### config.mk
export PLATFORM = sky130hd
export DESIGN_NAME = multi_algorithm_checksum_engine_top_flat
export DESIGN_NICKNAME = d
export VERILOG_FILES = /design/src/sv/macc_pkg.sv /design/src/sv/macc_if.sv /design/src/sv/multi_algorithm_checksum_engine_top.sv /design/src/flat_wrapper.sv
export SDC_FILE = /design/constraint.sdc
export NUM_CORES = 2
export LEC_CHECK = 0
export BUFFER_PORTS_ARGS = -buffer_cell sky130_fd_sc_hd__buf_2
export CORE_MARGIN = 8
export CORE_UTILIZATION = 60
export CTS_BUF_LIST = sky130_fd_sc_hd__clkbuf_8
export CTS_CLUSTER_SIZE = 8
export DETAILED_ROUTE_END_ITERATION = 16
export HOLD_SLACK_MARGIN = 0.08
export PLACE_DENSITY = 0.81
export SYNTH_ARGS = -nofsm -noshare
export SYNTH_HDL_FRONTEND = slang
export SYNTH_SLANG_ARGS = --single-unit
### constraint.sdc
create_clock -name clk -period 21.7 [get_ports clk]
set_input_delay 4.34 -clock clk [delete_from_list [all_inputs] [get_ports clk]]
set_output_delay 4.34 -clock clk [all_outputs]
set_load 0.005 [all_outputs]
### src/sv/macc_pkg.sv
// ----------------------------------------------------------------------------
// macc_pkg: shared types and constants of the checksum engine
// Algorithm codes, register indexes, hash primes and a rotate helper.
// ----------------------------------------------------------------------------
package macc_pkg;

	typedef logic [1:0]  cfg_idx_t;
	typedef logic [1:0]  alg_t;
	typedef logic [31:0] word_t;

	localparam alg_t ALG_ADLER = 2'd0;
	localparam alg_t ALG_CRC   = 2'd1;
	localparam alg_t ALG_XXH   = 2'd2;
	localparam alg_t ALG_NONE  = 2'd3;

	localparam cfg_idx_t REG_ALGORITHM = 2'd0;
	localparam cfg_idx_t REG_START     = 2'd1;
	localparam cfg_idx_t REG_USE_START = 2'd2;

	localparam logic [16:0] ADLER_MOD = 17'd65521;
	localparam word_t CRC_POLY = 32'hEDB88320;
	localparam word_t XP1 = 32'd2654435761;
	localparam word_t XP2 = 32'd2246822519;
	localparam word_t XP3 = 32'd3266489917;
	localparam word_t XP4 = 32'd668265263;
	localparam word_t XP5 = 32'd374761393;

	function automatic word_t rotl32(input word_t v, input logic [4:0] n);
		return (v << n) | (v >> (6'd32 - {1'b0, n}));
	endfunction

endpackage

### src/sv/macc_if.sv
// ----------------------------------------------------------------------------
// macc channel interfaces
// Byte stream in, digest out and register write channel.
// ----------------------------------------------------------------------------
interface macc_in_if;
	logic       valid;
	logic       ready;
	logic [7:0] data_byte;
	logic       last;
	modport source (output valid, output data_byte, output last, input ready);
	modport sink   (input valid, input data_byte, input last, output ready);
endinterface

interface macc_out_if;
	logic        valid;
	logic        ready;
	logic [31:0] digest;
	logic        no_algorithm;
	modport source (output valid, output digest, output no_algorithm, input ready);
	modport sink   (input valid, input digest, input no_algorithm, output ready);
endinterface

interface macc_cfg_if;
	logic               valid;
	logic               ready;
	macc_pkg::cfg_idx_t index;
	logic [31:0]        data;
	modport source (output valid, output index, output data, input ready);
	modport sink   (input valid, input index, input data, output ready);
endinterface

### src/sv/multi_algorithm_checksum_engine_top.sv
// ----------------------------------------------------------------------------
// multi_algorithm_checksum_engine_top: Adler-32 / CRC-32 / xxHash32 digest
// Byte-serial checksum engine with one shared 32x32 multiplier sequenced
// over the xxHash32 lane rounds, tail rounds and avalanche.
// ----------------------------------------------------------------------------
//  channel | dir | beat payload                 | accepted when
//  src     | in  | data_byte[7:0], last         | src.valid & src.ready
//  dst     | out | digest[31:0], no_algorithm   | dst.valid & dst.ready
//  cfg     | in  | index[1:0], data[31:0]       | cfg.valid & cfg.ready (always ready)
//
//  Work per byte: Adler-32 folds a byte in as it is taken; CRC-32 then shifts
//  it in one bit per cycle in the shift unit. xxHash32 takes each byte into
//  the stripe buffer, and every 16th byte also runs four lane rounds through
//  the single multiplier. Finalization for xxHash32 runs S_FINIT and S_FSUM,
//  stripe alignment, a round per tail word or byte and the avalanche; the tail
//  rounds and avalanche use the same multiplier. Every digest then moves from S_EMIT into the output register.
//  Reset clears the configuration to "no algorithm", seed 0. src.ready drops
//  while a byte is being worked; the digest register lets the next message
//  start while a finished digest still waits on dst.
// ----------------------------------------------------------------------------
module multi_algorithm_checksum_engine_top (
	input  logic               clk,
	input  logic               arst_n,
	macc_in_if.sink            src,
	macc_out_if.source         dst,
	macc_cfg_if.sink           cfg
);
	import macc_pkg::*;

	typedef enum logic [4:0] {
		S_IDLE, S_CRC, S_LANE, S_R1, S_R2, S_R3, S_R4,
		S_FINIT, S_FSUM, S_ALIGN, S_TAIL,
		S_AV0, S_AV1, S_AV2, S_AV3, S_AV4, S_EMIT
	} state_t;

	typedef enum logic [1:0] {K_LANE, K_TWORD, K_TBYTE} kind_t;

	state_t            state_q;
	kind_t             kind_q;
	alg_t              alg_q;
	word_t             start_q;
	logic              use_q;
	word_t             running_q;
	logic [3:0][31:0]  lane_q;
	logic [15:0][7:0]  stripe_q;
	logic [3:0]        fill_q;
	word_t             total_q;
	logic              seen_q;
	logic [2:0]        cnt_q;
	logic [1:0]        lane_i_q;
	logic [3:0]        left_q;
	logic [3:0]        pos_q;
	logic              last_q;
	word_t             x_q;
	word_t             p_q;
	word_t             h_q;
	word_t             res_q;
	logic              none_q;
	logic              out_valid_q;
	word_t             out_digest_q;
	logic              out_none_q;

	logic        in_fire;
	logic        cfg_fire;
	alg_t        alg_n;
	word_t       start_n;
	logic        use_n;
	word_t       rs_running;
	logic [16:0] ad_s1;
	logic [15:0] ad_s1r;
	logic [16:0] ad_s2;
	logic [16:0] ad_t;
	logic [16:0] ad_t2;
	word_t       adler_nx;
	word_t       crc_nx;
	word_t       total_nx;
	word_t       mul_k;
	logic [63:0] mul_full;
	word_t       rnd_base;
	logic [4:0]  rnd_rot;
	logic [4:0]  fsum_rot;
	word_t       fsum_term;

	assign src.ready        = (state_q == S_IDLE);
	assign cfg.ready        = 1'b1;
	assign dst.valid        = out_valid_q;
	assign dst.digest       = out_digest_q;
	assign dst.no_algorithm = out_none_q;

	assign in_fire  = src.valid && src.ready;
	assign cfg_fire = cfg.valid && cfg.ready;

	// Configuration as it stands after this cycle's write; a restart uses it.
	always_comb begin
		alg_n   = alg_q;
		start_n = start_q;
		use_n   = use_q;
		if (cfg_fire) begin
			case (cfg.index)
				REG_ALGORITHM: alg_n   = cfg.data[1:0];
				REG_START:     start_n = cfg.data;
				REG_USE_START: use_n   = cfg.data[0];
				default:       ;
			endcase
		end
		if (use_n)
			rs_running = start_n;
		else
			rs_running = (alg_n == ALG_ADLER) ? 32'd1 : 32'd0;
	end

	// Adler-32 byte step: one conditional subtract of the modulus for the low sum, two for the high sum.
	always_comb begin
		ad_s1  = {1'b0, running_q[15:0]} + {9'd0, src.data_byte};
		ad_s1r = (ad_s1 >= ADLER_MOD) ? 16'(ad_s1 - ADLER_MOD) : ad_s1[15:0];
		ad_s2  = {1'b0, running_q[31:16]} + {1'b0, ad_s1r};
		ad_t   = (ad_s2 >= ADLER_MOD) ? (ad_s2 - ADLER_MOD) : ad_s2;
		ad_t2  = (ad_t >= ADLER_MOD) ? (ad_t - ADLER_MOD) : ad_t;
		adler_nx = {ad_t2[15:0], ad_s1r};
	end

	// CRC-32 reflected, one bit per cycle.
	assign crc_nx   = x_q[0] ? ((x_q >> 1) ^ CRC_POLY) : (x_q >> 1);
	assign total_nx = total_q + 32'd1;

	// Shared multiplier: constant picked by the sequencer step.
	always_comb begin
		case (state_q)
			S_R1: begin
				case (kind_q)
					K_LANE:  mul_k = XP2;
					K_TWORD: mul_k = XP3;
					default: mul_k = XP5;
				endcase
			end
			S_R3:    mul_k = (kind_q == K_TWORD) ? XP4 : XP1;
			S_AV1:   mul_k = XP2;
			S_AV3:   mul_k = XP3;
			default: mul_k = XP1;
		endcase
	end
	assign mul_full = x_q * mul_k;

	always_comb begin
		rnd_base = (kind_q == K_LANE) ? lane_q[0] : h_q;
		case (kind_q)
			K_LANE:  rnd_rot = 5'd13;
			K_TWORD: rnd_rot = 5'd17;
			default: rnd_rot = 5'd11;
		endcase
		case (cnt_q[1:0])
			2'd0:    fsum_rot = 5'd7;
			2'd1:    fsum_rot = 5'd12;
			default: fsum_rot = 5'd18;
		endcase
		if (cnt_q[1:0] == 2'd3)
			fsum_term = total_q;
		else
			fsum_term = seen_q ? rotl32(lane_q[0], fsum_rot) : 32'd0;
	end

	// Stripe buffer: bytes enter at the top and move down, oldest at entry 0.
	always_ff @(posedge clk) begin
		case (state_q)
			S_IDLE: begin
				if (in_fire && alg_q == ALG_XXH)
					stripe_q <= {src.data_byte, stripe_q[15:1]};
			end
			S_LANE:  stripe_q <= {stripe_q[3:0], stripe_q[15:4]};
			S_ALIGN: stripe_q <= {stripe_q[0], stripe_q[15:1]};
			S_TAIL: begin
				if (left_q >= 4'd4)
					stripe_q <= {stripe_q[3:0], stripe_q[15:4]};
				else if (left_q != 4'd0)
					stripe_q <= {stripe_q[0], stripe_q[15:1]};
			end
			default: ;
		endcase
	end

	always_ff @(posedge clk or negedge arst_n) begin
		if (!arst_n) begin
			state_q      <= S_IDLE;
			kind_q       <= K_LANE;
			alg_q        <= ALG_NONE;
			start_q      <= '0;
			use_q        <= 1'b0;
			running_q    <= '0;
			lane_q       <= {-XP1, 32'd0, XP2, XP1 + XP2};
			fill_q       <= '0;
			total_q      <= '0;
			seen_q       <= 1'b0;
			cnt_q        <= '0;
			lane_i_q     <= '0;
			left_q       <= '0;
			pos_q        <= '0;
			last_q       <= 1'b0;
			x_q          <= '0;
			p_q          <= '0;
			h_q          <= '0;
			res_q        <= '0;
			none_q       <= 1'b0;
			out_valid_q  <= 1'b0;
			out_digest_q <= '0;
			out_none_q   <= 1'b0;
		end else begin
			if (out_valid_q && dst.ready)
				out_valid_q <= 1'b0;

			// A register write restarts the message from the new configuration.
			if (cfg_fire && (cfg.index inside {REG_ALGORITHM, REG_START, REG_USE_START})) begin
				alg_q     <= alg_n;
				start_q   <= start_n;
				use_q     <= use_n;
				running_q <= rs_running;
				lane_q    <= {start_n - XP1, start_n, start_n + XP2, start_n + XP1 + XP2};
				fill_q    <= '0;
				total_q   <= '0;
				seen_q    <= 1'b0;
			end

			case (state_q)
				S_IDLE: begin
					if (in_fire) begin
						last_q <= src.last;
						case (alg_q)
							ALG_ADLER: begin
								running_q <= adler_nx;
								if (src.last) begin
									res_q   <= adler_nx;
									none_q  <= 1'b0;
									state_q <= S_EMIT;
								end
							end
							ALG_CRC: begin
								x_q     <= ~running_q ^ {24'd0, src.data_byte};
								cnt_q   <= '0;
								state_q <= S_CRC;
							end
							ALG_XXH: begin
								total_q <= total_nx;
								seen_q  <= seen_q | (total_nx >= 32'd16);
								if (fill_q == 4'd15) begin
									fill_q   <= '0;
									lane_i_q <= '0;
									state_q  <= S_LANE;
								end else begin
									fill_q <= fill_q + 4'd1;
									if (src.last)
										state_q <= S_FINIT;
								end
							end
							default: begin
								if (src.last) begin
									res_q   <= '0;
									none_q  <= 1'b1;
									state_q <= S_EMIT;
								end
							end
						endcase
					end
				end
				S_CRC: begin
					x_q   <= crc_nx;
					cnt_q <= cnt_q + 3'd1;
					if (cnt_q == 3'd7) begin
						running_q <= ~crc_nx;
						if (last_q) begin
							res_q   <= ~crc_nx;
							none_q  <= 1'b0;
							state_q <= S_EMIT;
						end else begin
							state_q <= S_IDLE;
						end
					end
				end
				// Lane round: lane 0 always works; lanes rotate after each round.
				S_LANE: begin
					x_q     <= stripe_q[3:0];
					kind_q  <= K_LANE;
					state_q <= S_R1;
				end
				S_R1: begin
					p_q     <= mul_full[31:0];
					state_q <= S_R2;
				end
				S_R2: begin
					x_q     <= rotl32(rnd_base + p_q, rnd_rot);
					state_q <= S_R3;
				end
				S_R3: begin
					p_q     <= mul_full[31:0];
					state_q <= S_R4;
				end
				S_R4: begin
					if (kind_q == K_LANE) begin
						lane_q   <= {p_q, lane_q[3:1]};
						lane_i_q <= lane_i_q + 2'd1;
						if (lane_i_q == 2'd3)
							state_q <= last_q ? S_FINIT : S_IDLE;
						else
							state_q <= S_LANE;
					end else begin
						h_q     <= p_q;
						state_q <= S_TAIL;
					end
				end
				S_FINIT: begin
					h_q     <= seen_q ? rotl32(lane_q[0], 5'd1) : lane_q[2] + XP5;
					lane_q  <= {lane_q[0], lane_q[3:1]};
					cnt_q   <= '0;
					state_q <= S_FSUM;
				end
				// Add the other three rotated lanes (zero before a full stripe), then the length.
				S_FSUM: begin
					h_q    <= h_q + fsum_term;
					lane_q <= {lane_q[0], lane_q[3:1]};
					cnt_q  <= cnt_q + 3'd1;
					if (cnt_q[1:0] == 2'd3) begin
						left_q  <= fill_q;
						pos_q   <= -fill_q;
						state_q <= (fill_q == 4'd0) ? S_AV0 : S_ALIGN;
					end
				end
				// Move the partial stripe down so its first byte sits at entry 0.
				S_ALIGN: begin
					pos_q <= pos_q - 4'd1;
					if (pos_q == 4'd1)
						state_q <= S_TAIL;
				end
				S_TAIL: begin
					if (left_q == 4'd0) begin
						state_q <= S_AV0;
					end else if (left_q >= 4'd4) begin
						x_q     <= stripe_q[3:0];
						left_q  <= left_q - 4'd4;
						kind_q  <= K_TWORD;
						state_q <= S_R1;
					end else begin
						x_q     <= {24'd0, stripe_q[0]};
						left_q  <= left_q - 4'd1;
						kind_q  <= K_TBYTE;
						state_q <= S_R1;
					end
				end
				S_AV0: begin
					x_q     <= h_q ^ (h_q >> 15);
					state_q <= S_AV1;
				end
				S_AV1: begin
					p_q     <= mul_full[31:0];
					state_q <= S_AV2;
				end
				S_AV2: begin
					x_q     <= p_q ^ (p_q >> 13);
					state_q <= S_AV3;
				end
				S_AV3: begin
					p_q     <= mul_full[31:0];
					state_q <= S_AV4;
				end
				S_AV4: begin
					res_q   <= p_q ^ (p_q >> 16);
					none_q  <= 1'b0;
					state_q <= S_EMIT;
				end
				// Hold the digest until the output register frees, then restart.
				S_EMIT: begin
					if (!out_valid_q || dst.ready) begin
						out_valid_q  <= 1'b1;
						out_digest_q <= res_q;
						out_none_q   <= none_q;
						running_q    <= rs_running;
						lane_q       <= {start_q - XP1, start_q, start_q + XP2,
							start_q + XP1 + XP2};
						fill_q       <= '0;
						total_q      <= '0;
						seen_q       <= 1'b0;
						state_q      <= S_IDLE;
					end
				end
				default: state_q <= S_IDLE;
			endcase
		end
	end

endmodule

### src/flat_wrapper.sv
// flat-port wrapper written by rule: the top's interface ports become plain ports
module multi_algorithm_checksum_engine_top_flat import macc_pkg::*;
  (clk, arst_n, src_valid, src_data_byte, src_last, src_ready, dst_valid, dst_digest, dst_no_algorithm, dst_ready, cfg_valid, cfg_index, cfg_data, cfg_ready);
  macc_in_if src_i ();
  macc_out_if dst_i ();
  macc_cfg_if cfg_i ();
  input  logic clk;
  input  logic arst_n;
  input wire logic [$bits(src_i.valid)-1:0] src_valid;
  input wire logic [$bits(src_i.data_byte)-1:0] src_data_byte;
  input wire logic [$bits(src_i.last)-1:0] src_last;
  output wire logic [$bits(src_i.ready)-1:0] src_ready;
  output wire logic [$bits(dst_i.valid)-1:0] dst_valid;
  output wire logic [$bits(dst_i.digest)-1:0] dst_digest;
  output wire logic [$bits(dst_i.no_algorithm)-1:0] dst_no_algorithm;
  input wire logic [$bits(dst_i.ready)-1:0] dst_ready;
  input wire logic [$bits(cfg_i.valid)-1:0] cfg_valid;
  input wire logic [$bits(cfg_i.index)-1:0] cfg_index;
  input wire logic [$bits(cfg_i.data)-1:0] cfg_data;
  output wire logic [$bits(cfg_i.ready)-1:0] cfg_ready;
  assign src_i.valid = src_valid;
  assign src_i.data_byte = src_data_byte;
  assign src_i.last = src_last;
  assign src_ready = src_i.ready;
  assign dst_valid = dst_i.valid;
  assign dst_digest = dst_i.digest;
  assign dst_no_algorithm = dst_i.no_algorithm;
  assign dst_i.ready = dst_ready;
  assign cfg_i.valid = cfg_valid;
  assign cfg_i.index = cfg_index;
  assign cfg_i.data = cfg_data;
  assign cfg_ready = cfg_i.ready;
  multi_algorithm_checksum_engine_top u_core (.clk(clk), .arst_n(arst_n), .src(src_i), .dst(dst_i), .cfg(cfg_i));
endmodule
# ---- After elaboration in Yosys (flattened, before gate mapping)
# Cells that the tools add are included.
dict set report totals {
  out_inout_bits 36
  wordCells 283
  ff_bits 544
}
dict set report classes {
  magnitude_cmp 5
  bitwise 11
  eq_ne 45
  n_shift 4
  addsub 26
  multipliers 1
  reduce_logical 41
  mux 108
}
# operator n
set ops {}
lappend ops {{2-to-1 mux 32 bit} 28}
lappend ops {{2-to-1 mux 128 bit} 6}
lappend ops {{case mux 128 bit (4 select lines)} 1}
lappend ops {{case mux 128 bit (3 select lines)} 1}
lappend ops {{case mux 32 bit (3 select lines)} 3}
lappend ops {{case mux 32 bit (7 select lines)} 1}
lappend ops {{adder 32 bit (second input constant)} 6}
lappend ops {{case mux 32 bit (2 select lines)} 3}
lappend ops {{case mux 32 bit (4 select lines)} 1}
lappend ops {{case mux 5 bit (17 select lines)} 1}
lappend ops {{adder 32 bit} 2}
lappend ops {{inverter 32 bit} 2}
lappend ops {{bitwise OR 32 bit} 2}
lappend ops {{left shift 32 x 5 -> 32 bit} 2}
lappend ops {{>> shifter 32 x 6 -> 32 bit} 2}
lappend ops {{subtractor 32 bit (second input constant)} 2}
lappend ops {{2-to-1 mux 5 bit} 11}
lappend ops {{greater-or-equal comparator 17 x 16 -> 1 bit (second input constant)} 3}
lappend ops {{== test 5 x 4 -> 1 bit (second input constant)} 8}
lappend ops {{2-to-1 mux 4 bit} 10}
lappend ops {{adder 32 x 1 -> 32 bit (second input constant)} 1}
lappend ops {{adder 32 x 29 -> 32 bit (second input constant)} 1}
lappend ops {{greater-or-equal comparator 32 x 5 -> 1 bit (second input constant)} 1}
lappend ops {{multiplier 32 x 32 -> 32 bit} 1}
lappend ops {{61 further kinds} 142}

# ---- Longest topological paths before layout
dict set report depth {
  ltp_word 12
  mapped_depth 36
  ltp_nobuf 34
}

# ---- Least setup slack after synthesis
# OpenSTA, ideal clock, no wires.
dict set report synth_path {
  kind {input to register}
  start {input port src_data_byte[0]}
  end {register u_core.running_q[28]}
  arrival_ns 11.315
  cell_stages 34
  required_time_ns 21.576
  slack_ns 10.261
  cell_sequence {ha_1 -> fa_1 -> a21o_1 -> a21oi_1 -> o21bai_1 -> a21oi_1 -> o21bai_1 -> a21oi_1 -> xnor2_1 -> nor3_1 -> nand4_1 -> nand2_1 -> xnor2_1 -> ha_1 -> inv_1 -> fa_1 -> nand3b_1 -> a31oi_2 -> a31oi_1 -> xnor2_1 -> and3_1 -> buf_4 -> or3b_1 -> o21ai_1 -> buf_2 -> nor2_1 -> a21oi_1 -> ha_1 -> nand2_1 -> o32a_1 -> a21o_1 -> a21oi_2 -> a2111oi_0 -> a211o_1}
}
dict set report synth_between {
  elab_chain_len 11
}
# item line_no
set synth_lines {}
lappend synth_lines {{from (decl)} flat_wrapper.sv:10} ;# input wire logic [$bits(src_i.data_byte)-1:0] src_data_byte;
lappend synth_lines {{adder 16 x 8 -> 17 bit *} multi_algorithm_checksum_engine_top.sv:114} ;# ad_s1 = {1'b0, running_q[15:0]} + {9'd0, src.data_byte};
lappend synth_lines {{subtractor 16 bit or greater-or-equal comparator 17 x 16 -> 1 bit (tied branches)} multi_algorithm_checksum_engine_top.sv:115} ;# ad_s1r = (ad_s1 >= ADLER_MOD) ? 16'(ad_s1 - ADLER_MOD) : ad_s1[15:0];
lappend synth_lines {{2-to-1 mux 16 bit *} multi_algorithm_checksum_engine_top.sv:115}
lappend synth_lines {{adder 16 x 16 -> 17 bit *} multi_algorithm_checksum_engine_top.sv:116} ;# ad_s2 = {1'b0, running_q[31:16]} + {1'b0, ad_s1r};
lappend synth_lines {{subtractor 17 x 16 -> 17 bit or greater-or-equal comparator 17 x 16 -> 1 bit (tied branches)} multi_algorithm_checksum_engine_top.sv:117} ;# ad_t = (ad_s2 >= ADLER_MOD) ? (ad_s2 - ADLER_MOD) : ad_s2;
lappend synth_lines {{2-to-1 mux 17 bit *} multi_algorithm_checksum_engine_top.sv:117}
lappend synth_lines {{subtractor 16 bit or greater-or-equal comparator 17 x 16 -> 1 bit (tied branches)} multi_algorithm_checksum_engine_top.sv:118} ;# ad_t2 = (ad_t >= ADLER_MOD) ? (ad_t - ADLER_MOD) : ad_t;
lappend synth_lines {{2-to-1 mux 16 bit *} multi_algorithm_checksum_engine_top.sv:118}
lappend synth_lines {{2-to-1 mux 32 bit *} multi_algorithm_checksum_engine_top.sv:226} ;# case (alg_q)
lappend synth_lines {{2-to-1 mux 32 bit *} multi_algorithm_checksum_engine_top.sv:224} ;# if (in_fire) begin
lappend synth_lines {{case mux 32 bit (3 select lines) *} multi_algorithm_checksum_engine_top.sv:222} ;# case (state_q)
lappend synth_lines {{to (signal assigned)} multi_algorithm_checksum_engine_top.sv:215} ;# running_q <= rs_running;
lappend synth_lines {{to (signal assigned)} multi_algorithm_checksum_engine_top.sv:228} ;# running_q <= adler_nx;
lappend synth_lines {{to (signal assigned)} multi_algorithm_checksum_engine_top.sv:267} ;# running_q <= ~crc_nx;
lappend synth_lines {{to (decl)} multi_algorithm_checksum_engine_top.sv:43} ;# word_t running_q;
# Mark *: on every way between the ends. The rest lies on a longest branch, timed or not.
# A chain may end at the register's enable or synchronous reset.

# ---- Final worst setup path
# Ends and elaborated chain as after synthesis.

==> impl_metrics.toml <==
[run_status]
status = "finished clean"

[timing]
setup_viol = 0
fin_tns_setup_ns = 0
fmax_mhz = 76.7
slew_headroom = 0.0691
finalHoldViolations = 0
finalCriticalPeriod_ns = 13.05
rsz0062_at_grt = "false"
worst_slew_pin_slew_ns = 1.40
fin_hold_ws_ns = 0.471
finalCritPeriodShare = 0.601
drv_slew = 0
finalClockSkew_ns = 0.0622

[global_route]
grt.busiest_layer = "met2"
overflow = 0
grt_pass1_vias = 51211
grt_use_met1 = 0.525
grt_max_degree = 196
met3_usage = 0.142
grt.met2_usage = 0.631
antenna_found_initial = 9
grt_pass1_wl_um = 330000
grt.total_usage = 0.432

[yosys]
ys_seq_area_frac = 0.262
synth-adder-area-share = 0.207
synth-edff-count = 128
synthDistinctLibCells = 103
yosys-top-cells-area = "dfrtp_1, fa_1, nand2_1, edfxtp_1, ha_1"
syn_inst = 6555
syn_area_um2 = 54600
yosys.area_share.simple = 0.167
synth-xor-area-share = 0.0658
synth-seq-cells = 544
synth_top_area_share = 0.171
yosys-mux-area-fraction = 0.0277
synthArstFlopShare = 0.765
avgSynthCellArea_um2 = 8.33
synth_flop_cell = "dfrtp_1"
synth-compound-area-share = 0.199
synth.largest_area_cell = "dfrtp_1"
synth_top_family_by_area = "adder cells"
ys_warn_count = 0
synth_nets = 7258

[finish]
drive_above_1_share = 0.0826
finalNonFillerCells = 7719
fillers = 7645
seqCellArea_um2 = 14300
multiInputGateArea_um2 = 36500
final_nets = 7149
area_growth_pct = 6.31

[die]
start_util = 0.606
die_x_um = 318
row_count = 110
ioPinCount = 84
fp.dieArea_um2 = 101000
die_h_um = 318
core_area_um2 = 90100

[route]
dr_total_vias = 52902
first_iter_violations = 8584
drc = 0
ant_nets = 0
postRouteWirelength_um = 225000
via_per_inst = 6.85
drtPass1Iterations = 12
post_drt_wl_per_cell_um = 29.1

[worst_setup_path]
cp-startpoint = "src_data_byte[0]"
critPathRequiredTime_ns = 22.38
worstPathArrival_ns = 13.73
crit_path_start_kind = "input pin"
crit_path_end_kind = "flop"
slowest_stage = "o21ai_1"
worst-path-max-fanout = 11
critical-path-max-stage-delay_ns = 0.63
cpMostUsedCell = "a21oi_1"
crit_type = "in -> reg"
timing.rr.start = "u_core.state_q[0]$_DFFE_PN0P_"
path_buf_inv = 2
worst_path_dominant_cell_family = "compound AO/OA/AOI/OAI gates"

[cts]
cts-root-buf = "clkbuf_8"
tritoncts = "yes"
clk_path_buf_depth = 3
post_cts_buffers = 0
path_clk_slew_ns = 0.06
postCtsHoldBufs = 0
clock-sinks = 544
clk_latency_ns = 0.83
cts_max_level = 3
numCtsBuffers = 97
cts-resized-gates = 0

[worst_hold_path]
hp-class = "reg -> reg"
hp-start = "u_core.res_q[18]$_DFFE_PN0P_"

[placement]
dp.cells = 7523
io_buffers = 82
gp_congestion = 1.09
dp_hpwl_um = 162000

[flow_run]
drv_cap = 0
[synthesized netlist by cell type (88+ instances only)]
master,count
xor2_1,108
edfxtp_1,128
nand2_1,1180
nand3_1,111
fa_1,412
dfrtp_1,372
o21ai_0,417
clkbuf_1,377
a21oi_1,447
nor3_1,90
a22oi_1,88
ha_1,243
xnor2_1,302
inv_1,577
nor2_1,450
[placed cells by master (no fill, tap or decap), types with 24 or more instances in the layout]
| master | count |
|---|---|
| a211oi_1 | 31 |
| a21o_1 | 71 |
| a21oi_1 | 444 |
| a221oi_1 | 62 |
| a222oi_1 | 54 |
| a22o_1 | 41 |
| a22oi_1 | 88 |
| a31oi_1 | 69 |
| and2_1 | 51 |
| and3_1 | 38 |
| buf_2 | 81 |
| buf_4 | 146 |
| clkbuf_8 | 107 |
| dfrtp_1 | 370 |
| dfstp_2 | 44 |
| edfxtp_1 | 128 |
| fa_1 | 412 |
| ha_1 | 240 |
| inv_1 | 622 |
| mux2i_1 | 71 |
| mux4_2 | 28 |
| nand2_1 | 1174 |
| nand2b_1 | 37 |
| nand3_1 | 110 |
| nand4_1 | 31 |
| nor2_1 | 442 |
| nor2b_1 | 29 |
| nor3_1 | 86 |
| o211ai_1 | 35 |
| o21a_1 | 28 |
| o21ai_0 | 416 |
| o221ai_1 | 50 |
| o22ai_1 | 38 |
| o31ai_1 | 48 |
| or3_1 | 24 |
| xnor2_1 | 302 |
| xor2_1 | 108 |
[worst register-to-register path: cells and delay by family (launching register included)]
family	cells	cell delay, ns
fa+ha+maj	9	4.01
compound gates	8	3.48
simple gates	6	1.75
flops	1	0.82
buf+inv	6	0.69
xor+xnor	1	0.16
[flip-flops by register name (all words and copies together) (netlist names), 5 cells and up]
| register | cells |
|---|---|
| u_core.dst.digest | 32 |
| u_core.h_q | 32 |
| u_core.lane_q | 128 |
| u_core.p_q | 32 |
| u_core.res_q | 32 |
| u_core.running_q | 32 |
| u_core.start_q | 32 |
| u_core.state_q | 5 |
| u_core.stripe_q | 128 |
| u_core.total_q | 32 |
| u_core.x_q | 32 |
[metrics by stage]
step                      area, um^2  worst slack [ns]   util
final                          58000              8.65  0.644
after floorplan                54600             10.26      -
after CTS                      58000              8.84  0.643
after global routing           58000              8.05  0.643
after detailed placement       56100              8.05  0.622
after global placement         56100              8.04  0.622
[layer usage]
metal / vias up / part of all wire
met4: 10 / 0.099
met5: - / 0.00045
met3: 1249 / 0.14
li1: 22298 / -
met2: 4146 / 0.42
met1: 25199 / 0.35
[worst paths after layout]
check                                                     to  slack, ns  cells past startpoint
setup / recovery              u_core.running_q[28]$_DFF_PN0_       8.65                     33
max in group asynchronous      u_core.running_q[4]$_DFF_PN0_      15.83                      3
setup reg to reg                  u_core.p_q[31]$_DFFE_PN0N_      10.65                     30
hold / removal             u_core.dst.digest[18]$_DFFE_PN0P_       0.47                      2
min in group asynchronous        u_core.lane_q[50]$_DFF_PN0_       3.61                      1
hold reg to reg            u_core.dst.digest[18]$_DFFE_PN0P_       0.47                      2
[cell type report]
type,instances,area share
clock inverter,74,0.00735
sequential,544,0.247
tap,1176,0.0254
antenna,15,0.000647
timing repair buffer,230,0.0268
clock buffer,107,0.0254
inverter,592,0.0383
multi-input combinational,4981,0.630
[cells by family (layout without fill, tap and decap cells)]
logic type	count (synthesis)	in the layout
AND/OR/NAND/NOR	2128	2128
AO/OA/AOI/OAI	1673	1673
buffers and inverters	1030	1003
adder cells (fa/ha/maj)	655	655
flip-flops	544	544
XOR/XNOR	410	410
multiplexers	114	114
other	1	16
Power is left out: the tool's default activity adds up to more than one toggle a clock period on the data nets, which glitch-free logic cannot reach.
